$ cat src/design/gcdc_pkg.sv
`timescale 1ns / 1ps
// ----------------------------------------------------------------------------
// gcdc_pkg
// shared types, constants and calendar helpers for the gregorian day counter
// ----------------------------------------------------------------------------
package gcdc_pkg;

   localparam int YEAR_W   = 14;
   localparam int MONTH_W  = 4;
   localparam int DAY_W    = 5;
   localparam int SERIAL_W = 22;
   localparam int OFFSET_W = 16;
   localparam int STATUS_W = 2;
   localparam int OP_W     = 2;
   localparam int YMOD_W   = 9;   // year modulo 400
   localparam int Q100_W   = 8;   // year / 100 for years up to 16383

   localparam int REQ_TDATA_W = 40;
   localparam int RSP_TDATA_W = 48;

   localparam logic [SERIAL_W-1:0] MAX_SERIAL = 22'd3652058;
   localparam logic [YEAR_W-1:0]   MAX_YEAR   = 14'd9999;
   localparam logic [MONTH_W-1:0]  DECEMBER   = 4'd12;
   localparam logic [MONTH_W-1:0]  JANUARY    = 4'd1;
   localparam logic [MONTH_W-1:0]  FEBRUARY   = 4'd2;
   localparam logic [YMOD_W-1:0]   LAST_YMOD  = 9'd399;

   // x / 100 == (x * 5243) >> 19 for every x below 16384
   localparam int RECIP_100   = 5243;
   localparam int RECIP_SHIFT = 19;
   localparam int RECIP_W     = 13;

   typedef enum logic [OP_W-1:0] {
      OP_LOAD   = 2'd0,
      OP_NEXT   = 2'd1,
      OP_PREV   = 2'd2,
      OP_OFFSET = 2'd3
   } op_type;

   typedef enum logic [STATUS_W-1:0] {
      ST_OK      = 2'd0,
      ST_INVALID = 2'd1,
      ST_RANGE   = 2'd2
   } status_type;

   // controller to datapath
   typedef struct packed {
      logic       capture;      // latch the request fields
      logic       load_mul;     // reciprocal and year products
      logic       load_sum;     // base day count and year modulo 400
      logic       load_commit;  // write the loaded date if it checked out
      logic       step_en;      // move one day
      logic       step_back;    // direction of that move
      logic       cnt_dec;      // one offset day used up
      logic       rsp_write;    // load the output register
      status_type rsp_status;
   } dp_cmd_type;

   // datapath to controller
   typedef struct packed {
      logic at_min;
      logic at_max;
      logic cnt_zero;
      logic dir_back;
      logic load_ok;
   } dp_status_type;

   function automatic logic is_leap(input logic [YMOD_W-1:0] ymod);
      is_leap = (ymod[1:0] == 2'd0) && (ymod != 9'd100) && (ymod != 9'd200)
                && (ymod != 9'd300);
   endfunction

   function automatic logic [DAY_W-1:0] month_len(input logic [MONTH_W-1:0] month,
                                                  input logic leap);
      case (month) inside
         4'd2:                                   month_len = leap ? 5'd29 : 5'd28;
         4'd4, 4'd6, 4'd9, 4'd11:                month_len = 5'd30;
         4'd1, 4'd3, 4'd5, 4'd7, 4'd8, 4'd10, 4'd12: month_len = 5'd31;
         default:                                month_len = 5'd0;
      endcase
   endfunction

   // days in the months before this one, common year
   function automatic logic [8:0] month_cum(input logic [MONTH_W-1:0] month);
      case (month)
         4'd1:    month_cum = 9'd0;
         4'd2:    month_cum = 9'd31;
         4'd3:    month_cum = 9'd59;
         4'd4:    month_cum = 9'd90;
         4'd5:    month_cum = 9'd120;
         4'd6:    month_cum = 9'd151;
         4'd7:    month_cum = 9'd181;
         4'd8:    month_cum = 9'd212;
         4'd9:    month_cum = 9'd243;
         4'd10:   month_cum = 9'd273;
         4'd11:   month_cum = 9'd304;
         4'd12:   month_cum = 9'd334;
         default: month_cum = 9'd0;
      endcase
   endfunction

endpackage

$ cat src/design/gcdc_datapath.sv
`timescale 1ns / 1ps
// ----------------------------------------------------------------------------
// gcdc_datapath
// date and day number registers, load arithmetic, day stepper, output register
// ----------------------------------------------------------------------------
module gcdc_datapath (
   input  logic                                  clock,
   input  logic                                  reset,
   input  logic [gcdc_pkg::YEAR_W-1:0]           load_year,
   input  logic [gcdc_pkg::MONTH_W-1:0]          load_month,
   input  logic [gcdc_pkg::DAY_W-1:0]            load_day,
   input  logic signed [gcdc_pkg::OFFSET_W-1:0]  offset_days,
   input  gcdc_pkg::dp_cmd_type                  cmd,
   output gcdc_pkg::dp_status_type               stat,
   output logic [gcdc_pkg::YEAR_W-1:0]           rsp_year,
   output logic [gcdc_pkg::MONTH_W-1:0]          rsp_month,
   output logic [gcdc_pkg::DAY_W-1:0]            rsp_day,
   output logic [gcdc_pkg::SERIAL_W-1:0]         rsp_serial,
   output gcdc_pkg::status_type                  rsp_status
);

   localparam int PROD_W = gcdc_pkg::YEAR_W + gcdc_pkg::RECIP_W;
   localparam int BASE_W = gcdc_pkg::SERIAL_W + 1;

   // current date
   logic [gcdc_pkg::YEAR_W-1:0]   year_ff, year_in;
   logic [gcdc_pkg::MONTH_W-1:0]  month_ff, month_in;
   logic [gcdc_pkg::DAY_W-1:0]    day_ff, day_in;
   logic [gcdc_pkg::SERIAL_W-1:0] serial_ff, serial_in;
   logic [gcdc_pkg::YMOD_W-1:0]   ymod_ff, ymod_in;

   // captured request and offset counter
   logic [gcdc_pkg::YEAR_W-1:0]   ly_ff;
   logic [gcdc_pkg::MONTH_W-1:0]  lm_ff;
   logic [gcdc_pkg::DAY_W-1:0]    ld_ff;
   logic [gcdc_pkg::OFFSET_W-1:0] cnt_ff, cnt_in;
   logic                          dir_ff;

   // load pipeline
   logic [gcdc_pkg::Q100_W-1:0]   qy100_ff, qp100_ff;
   logic [BASE_W-1:0]             p365_ff, base_ff;
   logic [gcdc_pkg::YMOD_W-1:0]   lmod_ff;

   // output register
   logic [gcdc_pkg::YEAR_W-1:0]   rsp_year_ff;
   logic [gcdc_pkg::MONTH_W-1:0]  rsp_month_ff;
   logic [gcdc_pkg::DAY_W-1:0]    rsp_day_ff;
   logic [gcdc_pkg::SERIAL_W-1:0] rsp_serial_ff;
   gcdc_pkg::status_type          rsp_status_ff;

   logic [gcdc_pkg::YEAR_W-1:0]   p_w;
   logic [PROD_W-1:0]             qy_prod, qp_prod;
   logic [gcdc_pkg::YEAR_W-1:0]   lmod_w;
   logic [BASE_W-1:0]             base_w;
   logic                          leap_ld, leap_cur, load_ok;
   logic [gcdc_pkg::SERIAL_W-1:0] serial_ld;
   logic [gcdc_pkg::DAY_W-1:0]    dim_cur;
   logic [gcdc_pkg::MONTH_W-1:0]  month_prev;

   // load arithmetic
   always_comb begin
      p_w     = ly_ff - 14'd1;
      qy_prod = PROD_W'(ly_ff) * PROD_W'(gcdc_pkg::RECIP_100);
      qp_prod = PROD_W'(p_w) * PROD_W'(gcdc_pkg::RECIP_100);
      lmod_w  = ly_ff - 14'({8'd0, qy100_ff[7:2]} * 14'd400);
      base_w  = p365_ff + BASE_W'(p_w[13:2]) - BASE_W'(qp100_ff)
                + BASE_W'(qp100_ff[7:2]);
      leap_ld = gcdc_pkg::is_leap(lmod_ff);
      load_ok = (ly_ff != 14'd0) && (ly_ff <= gcdc_pkg::MAX_YEAR)
                && (lm_ff != 4'd0) && (lm_ff <= gcdc_pkg::DECEMBER)
                && (ld_ff != 5'd0) && (ld_ff <= gcdc_pkg::month_len(lm_ff, leap_ld));
      serial_ld = base_ff[gcdc_pkg::SERIAL_W-1:0]
                  + gcdc_pkg::SERIAL_W'(gcdc_pkg::month_cum(lm_ff))
                  + gcdc_pkg::SERIAL_W'(leap_ld && (lm_ff > gcdc_pkg::FEBRUARY))
                  + gcdc_pkg::SERIAL_W'(ld_ff) - 22'd1;
   end

   // next state of the date
   always_comb begin
      leap_cur   = gcdc_pkg::is_leap(ymod_ff);
      dim_cur    = gcdc_pkg::month_len(month_ff, leap_cur);
      month_prev = month_ff - 4'd1;
      year_in    = year_ff;
      month_in   = month_ff;
      day_in     = day_ff;
      serial_in  = serial_ff;
      ymod_in    = ymod_ff;
      if (cmd.step_en && !cmd.step_back) begin
         serial_in = serial_ff + 22'd1;
         if (day_ff < dim_cur) begin
            day_in = day_ff + 5'd1;
         end else begin
            day_in = 5'd1;
            if (month_ff == gcdc_pkg::DECEMBER) begin
               month_in = gcdc_pkg::JANUARY;
               year_in  = year_ff + 14'd1;
               ymod_in  = (ymod_ff == gcdc_pkg::LAST_YMOD) ? 9'd0 : ymod_ff + 9'd1;
            end else begin
               month_in = month_ff + 4'd1;
            end
         end
      end else if (cmd.step_en) begin
         serial_in = serial_ff - 22'd1;
         if (day_ff > 5'd1) begin
            day_in = day_ff - 5'd1;
         end else if (month_ff == gcdc_pkg::JANUARY) begin
            // december is 31 days whatever the year
            month_in = gcdc_pkg::DECEMBER;
            day_in   = 5'd31;
            year_in  = year_ff - 14'd1;
            ymod_in  = (ymod_ff == 9'd0) ? gcdc_pkg::LAST_YMOD : ymod_ff - 9'd1;
         end else begin
            month_in = month_prev;
            day_in   = gcdc_pkg::month_len(month_prev, leap_cur);
         end
      end else if (cmd.load_commit && load_ok) begin
         year_in   = ly_ff;
         month_in  = lm_ff;
         day_in    = ld_ff;
         serial_in = serial_ld;
         ymod_in   = lmod_ff;
      end
   end

   always_comb begin
      cnt_in = cnt_ff;
      if (cmd.capture) begin
         cnt_in = offset_days[gcdc_pkg::OFFSET_W-1] ? (~offset_days + 16'd1) : offset_days;
      end else if (cmd.cnt_dec) begin
         cnt_in = cnt_ff - 16'd1;
      end
   end

   always_ff @(posedge clock) begin
      if (reset) begin
         year_ff   <= 14'd1;
         month_ff  <= gcdc_pkg::JANUARY;
         day_ff    <= 5'd1;
         serial_ff <= 22'd0;
         ymod_ff   <= 9'd1;
      end else begin
         year_ff   <= year_in;
         month_ff  <= month_in;
         day_ff    <= day_in;
         serial_ff <= serial_in;
         ymod_ff   <= ymod_in;
      end
   end

   always_ff @(posedge clock) begin
      cnt_ff <= cnt_in;
      if (cmd.capture) begin
         ly_ff  <= load_year;
         lm_ff  <= load_month;
         ld_ff  <= load_day;
         dir_ff <= offset_days[gcdc_pkg::OFFSET_W-1];
      end
      if (cmd.load_mul) begin
         qy100_ff <= qy_prod[gcdc_pkg::RECIP_SHIFT +: gcdc_pkg::Q100_W];
         qp100_ff <= qp_prod[gcdc_pkg::RECIP_SHIFT +: gcdc_pkg::Q100_W];
         p365_ff  <= BASE_W'(p_w) * BASE_W'(365);
      end
      if (cmd.load_sum) begin
         lmod_ff <= lmod_w[gcdc_pkg::YMOD_W-1:0];
         base_ff <= base_w;
      end
      if (cmd.rsp_write) begin
         rsp_year_ff   <= year_in;
         rsp_month_ff  <= month_in;
         rsp_day_ff    <= day_in;
         rsp_serial_ff <= serial_in;
         rsp_status_ff <= cmd.rsp_status;
      end
   end

   assign stat.at_min   = (serial_ff == 22'd0);
   assign stat.at_max   = (serial_ff >= gcdc_pkg::MAX_SERIAL);
   assign stat.cnt_zero = (cnt_ff == 16'd0);
   assign stat.dir_back = dir_ff;
   assign stat.load_ok  = load_ok;

   assign rsp_year   = rsp_year_ff;
   assign rsp_month  = rsp_month_ff;
   assign rsp_day    = rsp_day_ff;
   assign rsp_serial = rsp_serial_ff;
   assign rsp_status = rsp_status_ff;

endmodule

$ cat src/design/gcdc_ctrl.sv
`timescale 1ns / 1ps
// ----------------------------------------------------------------------------
// gcdc_ctrl
// request sequencer: load pipeline, day-by-day offset walk, output handshake
// ----------------------------------------------------------------------------
module gcdc_ctrl (
   input  logic                    clock,
   input  logic                    reset,
   input  logic                    req_tvalid,
   output logic                    req_tready,
   input  gcdc_pkg::op_type        req_op,
   output logic                    rsp_tvalid,
   input  logic                    rsp_tready,
   output gcdc_pkg::dp_cmd_type    cmd,
   input  gcdc_pkg::dp_status_type stat
);

   typedef enum logic [2:0] {
      IDLE,
      LOAD_MUL,
      LOAD_SUM,
      LOAD_COMMIT,
      STEP
   } state_type;

   state_type state_ff, state_in;
   logic      rsp_valid_ff, rsp_valid_in;
   logic      slot_free, limit;

   always_comb begin
      slot_free  = !rsp_valid_ff || rsp_tready;
      limit      = stat.dir_back ? stat.at_min : stat.at_max;
      cmd        = '0;
      state_in   = state_ff;
      req_tready = 1'b0;
      case (state_ff)
         IDLE: begin
            // single-day steps answer at once and need the output slot
            req_tready = slot_free || (req_op == gcdc_pkg::OP_LOAD)
                         || (req_op == gcdc_pkg::OP_OFFSET);
            if (req_tvalid && req_tready) begin
               case (req_op)
                  gcdc_pkg::OP_LOAD: begin
                     cmd.capture = 1'b1;
                     state_in    = LOAD_MUL;
                  end
                  gcdc_pkg::OP_OFFSET: begin
                     cmd.capture = 1'b1;
                     state_in    = STEP;
                  end
                  gcdc_pkg::OP_NEXT: begin
                     cmd.rsp_write = 1'b1;
                     if (stat.at_max) begin
                        cmd.rsp_status = gcdc_pkg::ST_RANGE;
                     end else begin
                        cmd.step_en = 1'b1;
                     end
                  end
                  gcdc_pkg::OP_PREV: begin
                     cmd.rsp_write = 1'b1;
                     cmd.step_back = 1'b1;
                     if (stat.at_min) begin
                        cmd.rsp_status = gcdc_pkg::ST_RANGE;
                     end else begin
                        cmd.step_en = 1'b1;
                     end
                  end
                  default: ;
               endcase
            end
         end
         LOAD_MUL: begin
            cmd.load_mul = 1'b1;
            state_in     = LOAD_SUM;
         end
         LOAD_SUM: begin
            cmd.load_sum = 1'b1;
            state_in     = LOAD_COMMIT;
         end
         LOAD_COMMIT: begin
            if (slot_free) begin
               cmd.load_commit = 1'b1;
               cmd.rsp_write   = 1'b1;
               cmd.rsp_status  = stat.load_ok ? gcdc_pkg::ST_OK : gcdc_pkg::ST_INVALID;
               state_in        = IDLE;
            end
         end
         STEP: begin
            if (stat.cnt_zero || limit) begin
               // landing exactly on a limit is still a clean finish
               if (slot_free) begin
                  cmd.rsp_write  = 1'b1;
                  cmd.rsp_status = stat.cnt_zero ? gcdc_pkg::ST_OK : gcdc_pkg::ST_RANGE;
                  state_in       = IDLE;
               end
            end else begin
               cmd.step_en   = 1'b1;
               cmd.step_back = stat.dir_back;
               cmd.cnt_dec   = 1'b1;
            end
         end
         default: state_in = IDLE;
      endcase
      rsp_valid_in = cmd.rsp_write || (rsp_valid_ff && !rsp_tready);
   end

   always_ff @(posedge clock) begin
      if (reset) begin
         state_ff     <= IDLE;
         rsp_valid_ff <= 1'b0;
      end else begin
         state_ff     <= state_in;
         rsp_valid_ff <= rsp_valid_in;
      end
   end

   assign rsp_tvalid = rsp_valid_ff;

endmodule

$ cat src/design/gregorian_calendar_day_counter.sv
`timescale 1ns / 1ps
// ----------------------------------------------------------------------------
// gregorian_calendar_day_counter
// proleptic gregorian date register with serial day number, load and stepping
// ----------------------------------------------------------------------------
//
//  channel | direction | fields (lowest bits first)
//  --------+-----------+---------------------------------------------------------
//  req     | in        | tuser: op; tdata: load_year, load_month, load_day,
//          |           |        offset_days
//  rsp     | out       | tdata: cur_year, cur_month, cur_day, day_number, status
//
//  next / previous day: result registered at accepting edge, one per cycle while
//    the output register is free; load: result after multiply, sum, check/commit
//  offset of n days: one day per cycle through the shared stepper, result once
//    all n days are walked, earlier when a calendar limit stops it
//  synchronous reset returns the date to 0001-01-01, day number 0
//  a waiting result holds the output register; a load or an offset is taken
//    meanwhile and waits in its last cycle until the register is free
//
module gregorian_calendar_day_counter (
   input  logic                                 clock,
   input  logic                                 reset,
   input  logic                                 req_tvalid,
   output logic                                 req_tready,
   // load_year[13:0], load_month[17:14], load_day[22:18], offset_days[38:23], pad
   input  logic [gcdc_pkg::REQ_TDATA_W-1:0]     req_tdata,
   // op[1:0]
   input  logic [gcdc_pkg::OP_W-1:0]            req_tuser,
   output logic                                 rsp_tvalid,
   input  logic                                 rsp_tready,
   // cur_year[13:0], cur_month[17:14], cur_day[22:18], day_number[44:23],
   // status[46:45], pad
   output logic [gcdc_pkg::RSP_TDATA_W-1:0]     rsp_tdata
);

   gcdc_pkg::dp_cmd_type          cmd;
   gcdc_pkg::dp_status_type       stat;
   gcdc_pkg::op_type              req_op;

   logic [gcdc_pkg::YEAR_W-1:0]          load_year;
   logic [gcdc_pkg::MONTH_W-1:0]         load_month;
   logic [gcdc_pkg::DAY_W-1:0]           load_day;
   logic signed [gcdc_pkg::OFFSET_W-1:0] offset_days;

   logic [gcdc_pkg::YEAR_W-1:0]   cur_year;
   logic [gcdc_pkg::MONTH_W-1:0]  cur_month;
   logic [gcdc_pkg::DAY_W-1:0]    cur_day;
   logic [gcdc_pkg::SERIAL_W-1:0] day_number;
   gcdc_pkg::status_type          status;

   // request unpacking
   assign req_op      = gcdc_pkg::op_type'(req_tuser);
   assign load_year   = req_tdata[13:0];
   assign load_month  = req_tdata[17:14];
   assign load_day    = req_tdata[22:18];
   assign offset_days = req_tdata[38:23];

   // sequencer: owns the handshakes and the output valid flag
   gcdc_ctrl u_ctrl (
      .clock      (clock),
      .reset      (reset),
      .req_tvalid (req_tvalid),
      .req_tready (req_tready),
      .req_op     (req_op),
      .rsp_tvalid (rsp_tvalid),
      .rsp_tready (rsp_tready),
      .cmd        (cmd),
      .stat       (stat)
   );

   // date registers, load arithmetic, stepper and output register
   gcdc_datapath u_datapath (
      .clock       (clock),
      .reset       (reset),
      .load_year   (load_year),
      .load_month  (load_month),
      .load_day    (load_day),
      .offset_days (offset_days),
      .cmd         (cmd),
      .stat        (stat),
      .rsp_year    (cur_year),
      .rsp_month   (cur_month),
      .rsp_day     (cur_day),
      .rsp_serial  (day_number),
      .rsp_status  (status)
   );

   // result packing, one zero bit of padding on top
   assign rsp_tdata = {1'b0, status, day_number, cur_day, cur_month, cur_year};

endmodule

$ cat config.mk
export PLATFORM = sky130hd
export DESIGN_NAME = gregorian_calendar_day_counter
export DESIGN_NICKNAME = d
export VERILOG_FILES = /design/src/design/gcdc_pkg.sv /design/src/design/gcdc_datapath.sv /design/src/design/gcdc_ctrl.sv /design/src/design/gregorian_calendar_day_counter.sv
export SDC_FILE = /design/constraint.sdc
export NUM_CORES = 1
export LEC_CHECK = 0
export ABC_AREA = 1
export BUFFER_PORTS_ARGS = -buffer_cell sky130_fd_sc_hd__buf_2
export CORE_ASPECT_RATIO = 0.5
export CORE_MARGIN = 10
export CORE_UTILIZATION = 65
export DETAILED_ROUTE_END_ITERATION = 8
export HOLD_SLACK_MARGIN = 0.12
export PLACE_DENSITY = 0.92
export SYNTH_ARGS = -nofsm -noshare
export SYNTH_HDL_FRONTEND = slang
export SYNTH_SLANG_ARGS = --single-unit
$ cat constraint.sdc
create_clock -name clock -period 17.2 [get_ports clock]
set_clock_uncertainty 0.15 [all_clocks]
set_input_delay 1.72 -clock clock [delete_from_list [all_inputs] [get_ports clock]]
set_output_delay 1.72 -clock clock [all_outputs]
set_load 0.1 [all_outputs]
Word level (Yosys, flattened, before mapping)
Memory sizes are Yosys's and may differ from the RTL's. A register that Yosys moved wholly into a read port is not among the register bits.
Index checks and enable logic that the tools add are counted.
{"block": "totals", "regBits": 214, "mem_bits_ro": 144, "in_bits": 46, "out_inout_bits": 50, "wordCells": 237, "mem_count": 1}
{"block": "op_classes", "addsub": 21, "multipliers": 4, "magnitude_cmp": 7, "n_eq_ne": 57, "muxes": 79, "bitwise_logic": 1, "reduce_logical": 45}
{"memory": "(no name shown)", "depth": 16, "word_bits": 9, "rd": 1, "rd_clocked_by_memory_dff": 1, "write_ports": 0, "line": "gcdc_pkg.sv:85", "rtl": "case (month)"}
{"cell": "$mux W14", "count": 7}
{"cell": "$mux W9", "count": 9}
{"cell": "$mux W5", "count": 15}
{"cell": "$mux W22", "count": 3}
{"cell": "$eq A4 B4 Y1 const B", "count": 15}
{"cell": "$mul A14 B13 Y27 const B", "count": 2}
{"cell": "$eq A4 B3 Y1 const B", "count": 12}
{"cell": "$mux W16", "count": 3}
{"cell": "$sub A22 B1 Y22 const B", "count": 2}
{"cell": "$mux W4", "count": 8}
{"cell": "$sub A14 B1 Y14 const B", "count": 2}
{"cell": "$eq A4 B2 Y1 const B", "count": 6}
{"cell": "$mux W3", "count": 8}
{"cell": "$add A22 B1 Y22", "count": 1}
{"cell": "$add A22 B1 Y22 const B", "count": 1}
{"cell": "$add A22 B12 Y22", "count": 1}
{"cell": "$add A22 B5 Y22", "count": 1}
{"cell": "$add A22 B6 Y22", "count": 1}
{"cell": "$add A22 B9 Y22", "count": 1}
{"cell": "$ge A22 B22 Y1 const B", "count": 1}
{"cell": "$logic_not A22 Y1", "count": 1}
{"cell": "$mul A14 B9 Y22 const B", "count": 1}
{"cell": "$sub A22 B8 Y22", "count": 1}
{"cell": "$reduce_or A7 Y1", "count": 3}
{"cell": "other kinds (55)", "count": 109}

Longest topological paths before layout
Gate-level depths: netlist (run 1).
{"block": "depth", "word_depth": 12, "mapped_depth": 35, "ltp_nobuf": 35}

Modules after synthesis
From an unflattened synthesis (run 1), not the netlist that was laid out.
{"block": "hier_totals", "hier_cells": 3337, "area_unflattened_um2": 26277.7}
{"module": "gcdc_datapath", "instances": 1, "cells_each": 3251, "area_each_um2": 25748.4, "seq_area_each_um2": 5855.6}
{"module": "gcdc_ctrl", "instances": 1, "cells_each": 84, "area_each_um2": 518.0, "seq_area_each_um2": 80.1}
{"module": "gregorian_calendar_day_counter", "instances": 1, "cells_each": 2, "area_each_um2": 11.3, "seq_area_each_um2": 0.0}

Least setup slack after synthesis (run 1)
Ideal clock, no wire load.
{"block": "synth_timing", "path_kind": "flip-flop to flip-flop", "from": "register u_datapath.ly_ff[0] (netlist name)", "to": "register u_datapath.qp100_ff[6] (netlist name) (data pin)", "setup_time_ps": 262, "arrival_ps": 6086, "required_time_ps": 16788, "setup_slack_ps": 10702, "stages_incl_launch_ff": 28, "path_buffers": 0, "synth_period_minus_slack_ps": 6498, "path_cell_list": "edfxtp_1 inv_1 ha_1 o21ai_0 a21oi_1 inv_1 nor2_1 nand3_1 xor2_1 inv_1 ha_1 inv_1 fa_1 inv_1 fa_1 fa_1 inv_1 fa_1 inv_1 ha_1 nand2_1 nor2_1 inv_1 nor3_1 nand2_1 o211ai_1 a21oi_1 xor2_1"}
{"block": "synth_between", "elab_chain_len": 2}
{"item": "start: declaration", "line": "gcdc_datapath.sv:33", "rtl": "logic [gcdc_pkg::YEAR_W-1:0] ly_ff;"}
{"item": "start signal: assignment", "line": "gcdc_datapath.sv:153", "rtl": "ly_ff <= load_year;"}
{"item": "$sub A14 B1 Y14", "line": "gcdc_datapath.sv:62", "rtl": "p_w = ly_ff - 14'd1;"}
{"item": "named net u_datapath.p_w (one bit)", "line": "gcdc_datapath.sv:51", "rtl": "logic [gcdc_pkg::YEAR_W-1:0] p_w;"}
{"item": "$mul A14 B13 Y27", "line": "gcdc_datapath.sv:64", "rtl": "qp_prod = PROD_W'(p_w) * PROD_W'(gcdc_pkg::RECIP_100);"}
{"item": "named net u_datapath.qp_prod[25]", "line": "gcdc_datapath.sv:52", "rtl": "logic [PROD_W-1:0] qy_prod, qp_prod;"}
{"item": "end signal: assignment", "line": "gcdc_datapath.sv:160", "rtl": "qp100_ff <= qp_prod[gcdc_pkg::RECIP_SHIFT +: gcdc_pkg::Q100_W];"}
{"item": "end: declaration", "line": "gcdc_datapath.sv:40", "rtl": "logic [gcdc_pkg::Q100_W-1:0] qy100_ff, qp100_ff;"}
The timed path passes the listed nets, and every way through them passes these cells.
A chain may end at the register's enable or synchronous reset.

Final worst setup path (run 1)
{"block": "layout_timing", "from": "register u_datapath.ly_ff[1] (netlist name)", "to": "register u_datapath.qp100_ff[4] (netlist name) (data pin)"}
{"block": "layout_between", "elab_chain_len": 2}
{"item": "$sub A14 B1 Y14", "line": "gcdc_datapath.sv:62"}
{"item": "$mul A14 B13 Y27", "line": "gcdc_datapath.sv:64"}
{"item": "named net u_datapath.qp_prod[23]", "line": "gcdc_datapath.sv:52"}
The timed path passes the listed nets, and every way through them passes these cells.

==> results.json, run 1 <==
{
  "rows": 51,
  "synth-simple-area-share": 0.194,
  "final_nets": 3874,
  "rsz0062_at_grt": "false",
  "clk_latency_ps": 540,
  "path_class": "reg -> reg",
  "critPathSlowestCell": "xor2_1",
  "numCtsBuffers": 23,
  "die_y_um": 160,
  "path_clk_slew_ps": 70,
  "drc_errors": 0,
  "drtAntennaViolNets": 0,
  "layout-drive-gt1-share": 0.0521,
  "netlist_area_um2": 25600,
  "yosys.area.top_type": "ha_1",
  "syn_avg_cell_area_um2": 8.02,
  "cp_slowest_stage_delay_ps": 660,
  "path_max_fanout": 9,
  "htree_levels": 1,
  "cts_resized": 0,
  "coreArea_um2": 38900,
  "gp_congestion": 1.00,
  "grt_pass1_wl_mm": 115,
  "synth-compound-area-share": 0.0926,
  "crit_top_cell": "inv_1",
  "synth_top_family_by_area": "adder cells",
  "tightest_slew_ps": 1240,
  "hold_buffers": 0,
  "antenna_found_initial": 2,
  "async_reset_ff_frac": 0,
  "grt_pass1_vias": 22400,
  "cts_setup_buffers": 0,
  "syn2layout_area_growth_pct": 6.34,
  "ys.flop_type": "edfxtp_1",
  "die_area_um2": 48200,
  "wl_mm": 71.7,
  "boundaryPins": 96,
  "drtIter0Drc": 2624,
  "synth_edf_count": 153,
  "vias": 22700,
  "port-buffer-count": 93,
  "setup_violations": 0,
  "period_share": 0.468,
  "ys_types": 57,
  "ys_seq_area_frac": 0.232,
  "synthMuxAreaShare": 0,
  "period_minus_slack_ps": 8050,
  "critPathCaptureType": "register",
  "synthCells": 3194,
  "clockBufferDepth": 3,
  "yosys_warnings": 0,
  "routedWlPerCell_um": 18.8,
  "dr.pass1.iters": 6,
  "synth_fa_ha_area_frac": 0.326,
  "grt_overflow_total": 0,
  "synth-xor-area-share": 0.0561,
  "timing.final.max_slew_violations": 0,
  "via_per_inst": 5.95,
  "cts_tree": "done",
  "hold_viol": 0,
  "synth_top_area_share": 0.185,
  "crit_buf_inv": 6,
  "status": "completed",
  "grt_usage": 0.292,
  "syn-num-nets": 3799,
  "max_slew_margin": 0.171,
  "fmax_ghz": 0.124,
  "hpwl_mm": 56.3,
  "required_ps": 17360,
  "grt_max_degree": 54,
  "start_util": 0.659,
  "cap_violations": 0,
  "startpoint_type": "register",
  "ys_seq_elements": 220,
  "cts_root_buf": "clkbuf_16",
  "worstPathCellList": "inv_1 -> ha_1 -> o21ai_0 -> a21oi_1 -> inv_1 -> nor2_1 -> nand2_1 -> xor2_1 -> inv_1 -> fa_1 -> inv_1 -> ha_1 -> fa_1 -> fa_1 -> inv_1 -> fa_1 -> inv_1 -> ha_1 -> a21oi_1 -> o21ai_0 -> a2111oi_0 -> nand3_1 -> xor2_1",
  "synthTopCellsByArea": "ha_1 (18%), edfxtp_1 (18%), fa_1 (14%)",
  "synth_most_common_cell": "nand2_1",
  "tns_ps": 0,
  "min_path_type": "reg -> reg",
  "clock-sinks": 220,
  "crit_arrival_ps": 8200,
  "synthTopCellsByCount": "nand2_1 (671), inv_1 (586), ha_1 (378)",
  "cp_top_family": "adder cells",
  "die_w_um": 301
}
logic make-up after synthesis:
group | Yosys count
simple gates | 1171
buf+inv | 652
fa+ha+maj | 559
compound gates | 427
flops | 220
xor+xnor | 164
other cells | 1
metrics by stage:
| step | util | instance area [µm²] | setup WS (ps) | std cells | hold WS [ps] |
|---|---|---|---|---|---|
| 2_1_floorplan | - | 25600 | 10700 | 3194 | 349 |
| 3_3_place_gp | 0.683 | 26500 | 9760 | 3774 | 376 |
| 3_5_place_dp | 0.683 | 26500 | 9490 | 3774 | 396 |
| 4_1_cts | 0.701 | 27200 | 9420 | 3814 | 409 |
| 5_1_grt | 0.701 | 27200 | 8920 | 3814 | 454 |
| 6_report | 0.701 | 27200 | 9150 | 3815 | 415 |
final cells by class:
class                      instances  area (µm²)
fill                            2822       11600
multi-input combinational       2322       17200
tap                              530         663
antenna                            1        2.50
inverter                         600        2260
timing repair buffer             102         533
clock inverter                     7        38.8
sequential                       220        5940
clock buffer                      33         653
worst paths after layout:
kind,start,cells after the start,end,slack [ps]
max,u_datapath.ly_ff[1]$_DFFE_PP_,23,u_datapath.qp100_ff[4]$_DFFE_PP_,9150
max reg2reg,u_datapath.ly_ff[1]$_DFFE_PP_,23,u_datapath.qp100_ff[4]$_DFFE_PP_,9150
min reg2reg,u_ctrl.state_ff[2]$_SDFFE_PP0P_,2,u_ctrl.state_ff[2]$_SDFFE_PP0P_,420
min,u_ctrl.state_ff[2]$_SDFFE_PP0P_,2,u_ctrl.state_ff[2]$_SDFFE_PP0P_,420
per-layer routing:
layer,track usage,vias up,part of all wire
met1,0.373,10600,0.39
li1,-,10500,-
met5,0,-,0
met4,0.131,0,0.052
met3,0.0479,308,0.098
met2,0.484,1293,0.46
worst min-delay path, stage by stage (launching register included):
cell,delay (ps)
dfxtp_1,350
inv_1,100
a211oi_1,70
flip-flops by register name, summed over array words and instances (netlist names), 9 cells and up, named ones only:
| signal | cells |
|---|---|
| u_datapath.base_ff | 22 |
| u_datapath.p365_ff | 22 |
| u_datapath.rsp_serial | 22 |
| u_datapath.serial_ff | 22 |
| u_datapath.cnt_ff | 16 |
| u_datapath.ly_ff | 14 |
| u_datapath.rsp_year | 14 |
| u_datapath.year_ff | 14 |
| u_datapath.lmod_ff | 9 |
| u_datapath.ymod_ff | 9 |
layout by cell type (no fill, tap or decap), types with 126 or more instances in the layout:
cell / count
a21oi_1: 166
edfxtp_1: 153
xor2_1: 126
fa_1: 181
nor2_1: 226
nand2_1: 671
inv_1: 586
o21ai_0: 152
nand3_1: 137
ha_1: 378
Power of run 1 is not shown: default switching activity piles up to over one toggle a cycle in this logic, so the estimate is an artifact.
==> run 2: changes to the inputs <==
clock period = 8.3 ns   (was 17.2 ns; I/O delays follow)
==> results.json, run 2 (synthesis results as in run 1) <==
{
  "drtAntennaViolNets": 0,
  "die_y_um": 160,
  "tightest_slew_ps": 1100,
  "period_minus_slack_ps": 7590,
  "fin_area_um2": 27400,
  "cts_root_buf": "clkbuf_16",
  "period_share": 0.915,
  "critPathCaptureType": "register",
  "gp_congestion": 0.967,
  "hold_buffers": 0,
  "clockBufferDepth": 3,
  "postLayoutCoreUtil": 0.706,
  "status": "completed",
  "dr.pass1.iters": 6,
  "cp_slowest_stage_delay_ps": 610,
  "die_area_um2": 48200,
  "syn2layout_area_growth_pct": 7.10,
  "cts_resized": 0,
  "crit_arrival_ps": 7760,
  "start_util": 0.659,
  "grt_usage": 0.294,
  "grt.met2_usage": 0.490,
  "cts_tree": "done",
  "post_dp_cell_area_um2": 26600,
  "path_max_fanout": 8,
  "required_ps": 8470,
  "cts_setup_buffers": 0,
  "path_clk_slew_ps": 70,
  "grt_use_met1": 0.371,
  "port-buffer-count": 93,
  "clock-sinks": 220,
  "fmax_ghz": 0.132,
  "boundaryPins": 96,
  "worstPathCellList": "inv_1 -> ha_1 -> inv_1 -> o21ai_0 -> a21oi_1 -> inv_1 -> nor2_1 -> nand2_1 -> xor2_1 -> inv_1 -> fa_1 -> inv_1 -> ha_1 -> fa_1 -> fa_1 -> inv_1 -> fa_1 -> inv_1 -> ha_1 -> a21oi_1 -> o21ai_0 -> a2111oi_0 -> nand3_1 -> xor2_1",
  "reg2reg_depth": 24,
  "final_nets": 3881,
  "coreArea_um2": 38900,
  "path_class": "reg -> reg",
  "critPathSlowestCell": "edfxtp_1",
  "drtIter0Drc": 2521,
  "met3_usage": 0.0554,
  "clk_latency_ps": 570,
  "hpwl_mm": 55.2,
  "setup_violations": 0,
  "rsz0062_at_grt": "false",
  "grt_pass1_vias": 22700,
  "crit_top_cell": "inv_1",
  "routedWlPerCell_um": 18.9,
  "cap_violations": 0,
  "die_w_um": 301,
  "max_slew_margin": 0.265,
  "tns_ps": 0,
  "vias": 22700,
  "whs_path_depth": 1,
  "grt_pass1_wl_mm": 116,
  "via_per_inst": 5.93,
  "grt_most_used_layer": "met2",
  "wl_mm": 72.4,
  "numCtsBuffers": 24,
  "htree_levels": 1,
  "antenna_found_initial": 2,
  "rows": 51,
  "startpoint_type": "register",
  "min_path_type": "in -> reg",
  "grt_max_degree": 54,
  "hold_viol": 0,
  "layout_common_cells": "nand2_1 (671), inv_1 (586), ha_1 (378)",
  "grt_overflow_total": 0,
  "whs_ps": 285,
  "timing.final.max_slew_violations": 0,
  "layout-drive-gt1-share": 0.0565,
  "final_common_cell": "nand2_1",
  "drc_errors": 0
}
[run 2: area by class of cell]
class	count	area, µm²
timing repair buffer	108	578
inverter	600	2260
multi-input combinational	2322	17200
fill	2832	11400
tap	530	663
clock buffer	29	651
sequential	220	5940
antenna	1	2.50
clock inverter	15	191
[run 2: worst paths after layout]
kind                              startpoint                                to  slack [ps]
max reg2reg    u_datapath.ly_ff[3]$_DFFE_PP_  u_datapath.qp100_ff[4]$_DFFE_PP_         710
min                            req_tdata[21]     u_datapath.ld_ff[3]$_DFFE_PP_         290
min reg2reg  u_ctrl.state_ff[2]$_SDFFE_PP0P_   u_ctrl.state_ff[2]$_SDFFE_PP0P_         430
max            u_datapath.ly_ff[3]$_DFFE_PP_  u_datapath.qp100_ff[4]$_DFFE_PP_         710
[run 2: per-stage QoR]
step | cells | worst slack, ps
after CTS | 3824 | 800
after detailed placement | 3780 | 978
final | 3825 | 708
after floorplan | 3194 | 1800
after global routing | 3824 | 324
after global placement | 3780 | 1200
[run 2: critical path, delay by kind of cell (launching register included)]
| family | cells | cell delay, ps |
|---|---|---|
| DFF | 1 | 610 |
| buffers and inverters | 7 | 1000 |
| xor gates and xnor gates | 2 | 710 |
| adders and majority gates | 7 | 3070 |
| AOI/OAI and AO/OA | 5 | 1350 |
| and+or+nand+nor | 3 | 470 |
[run 2: layer usage]
| metal | share of wire | vias up |
|---|---|---|
| met3 | 0.090 | 281 |
| met2 | 0.47 | 1150 |
| met5 | 0.00018 | - |
| met1 | 0.40 | 10800 |
| met4 | 0.046 | 2 |
| li1 | - | 10500 |
Power of run 2 is left out for the same reason.
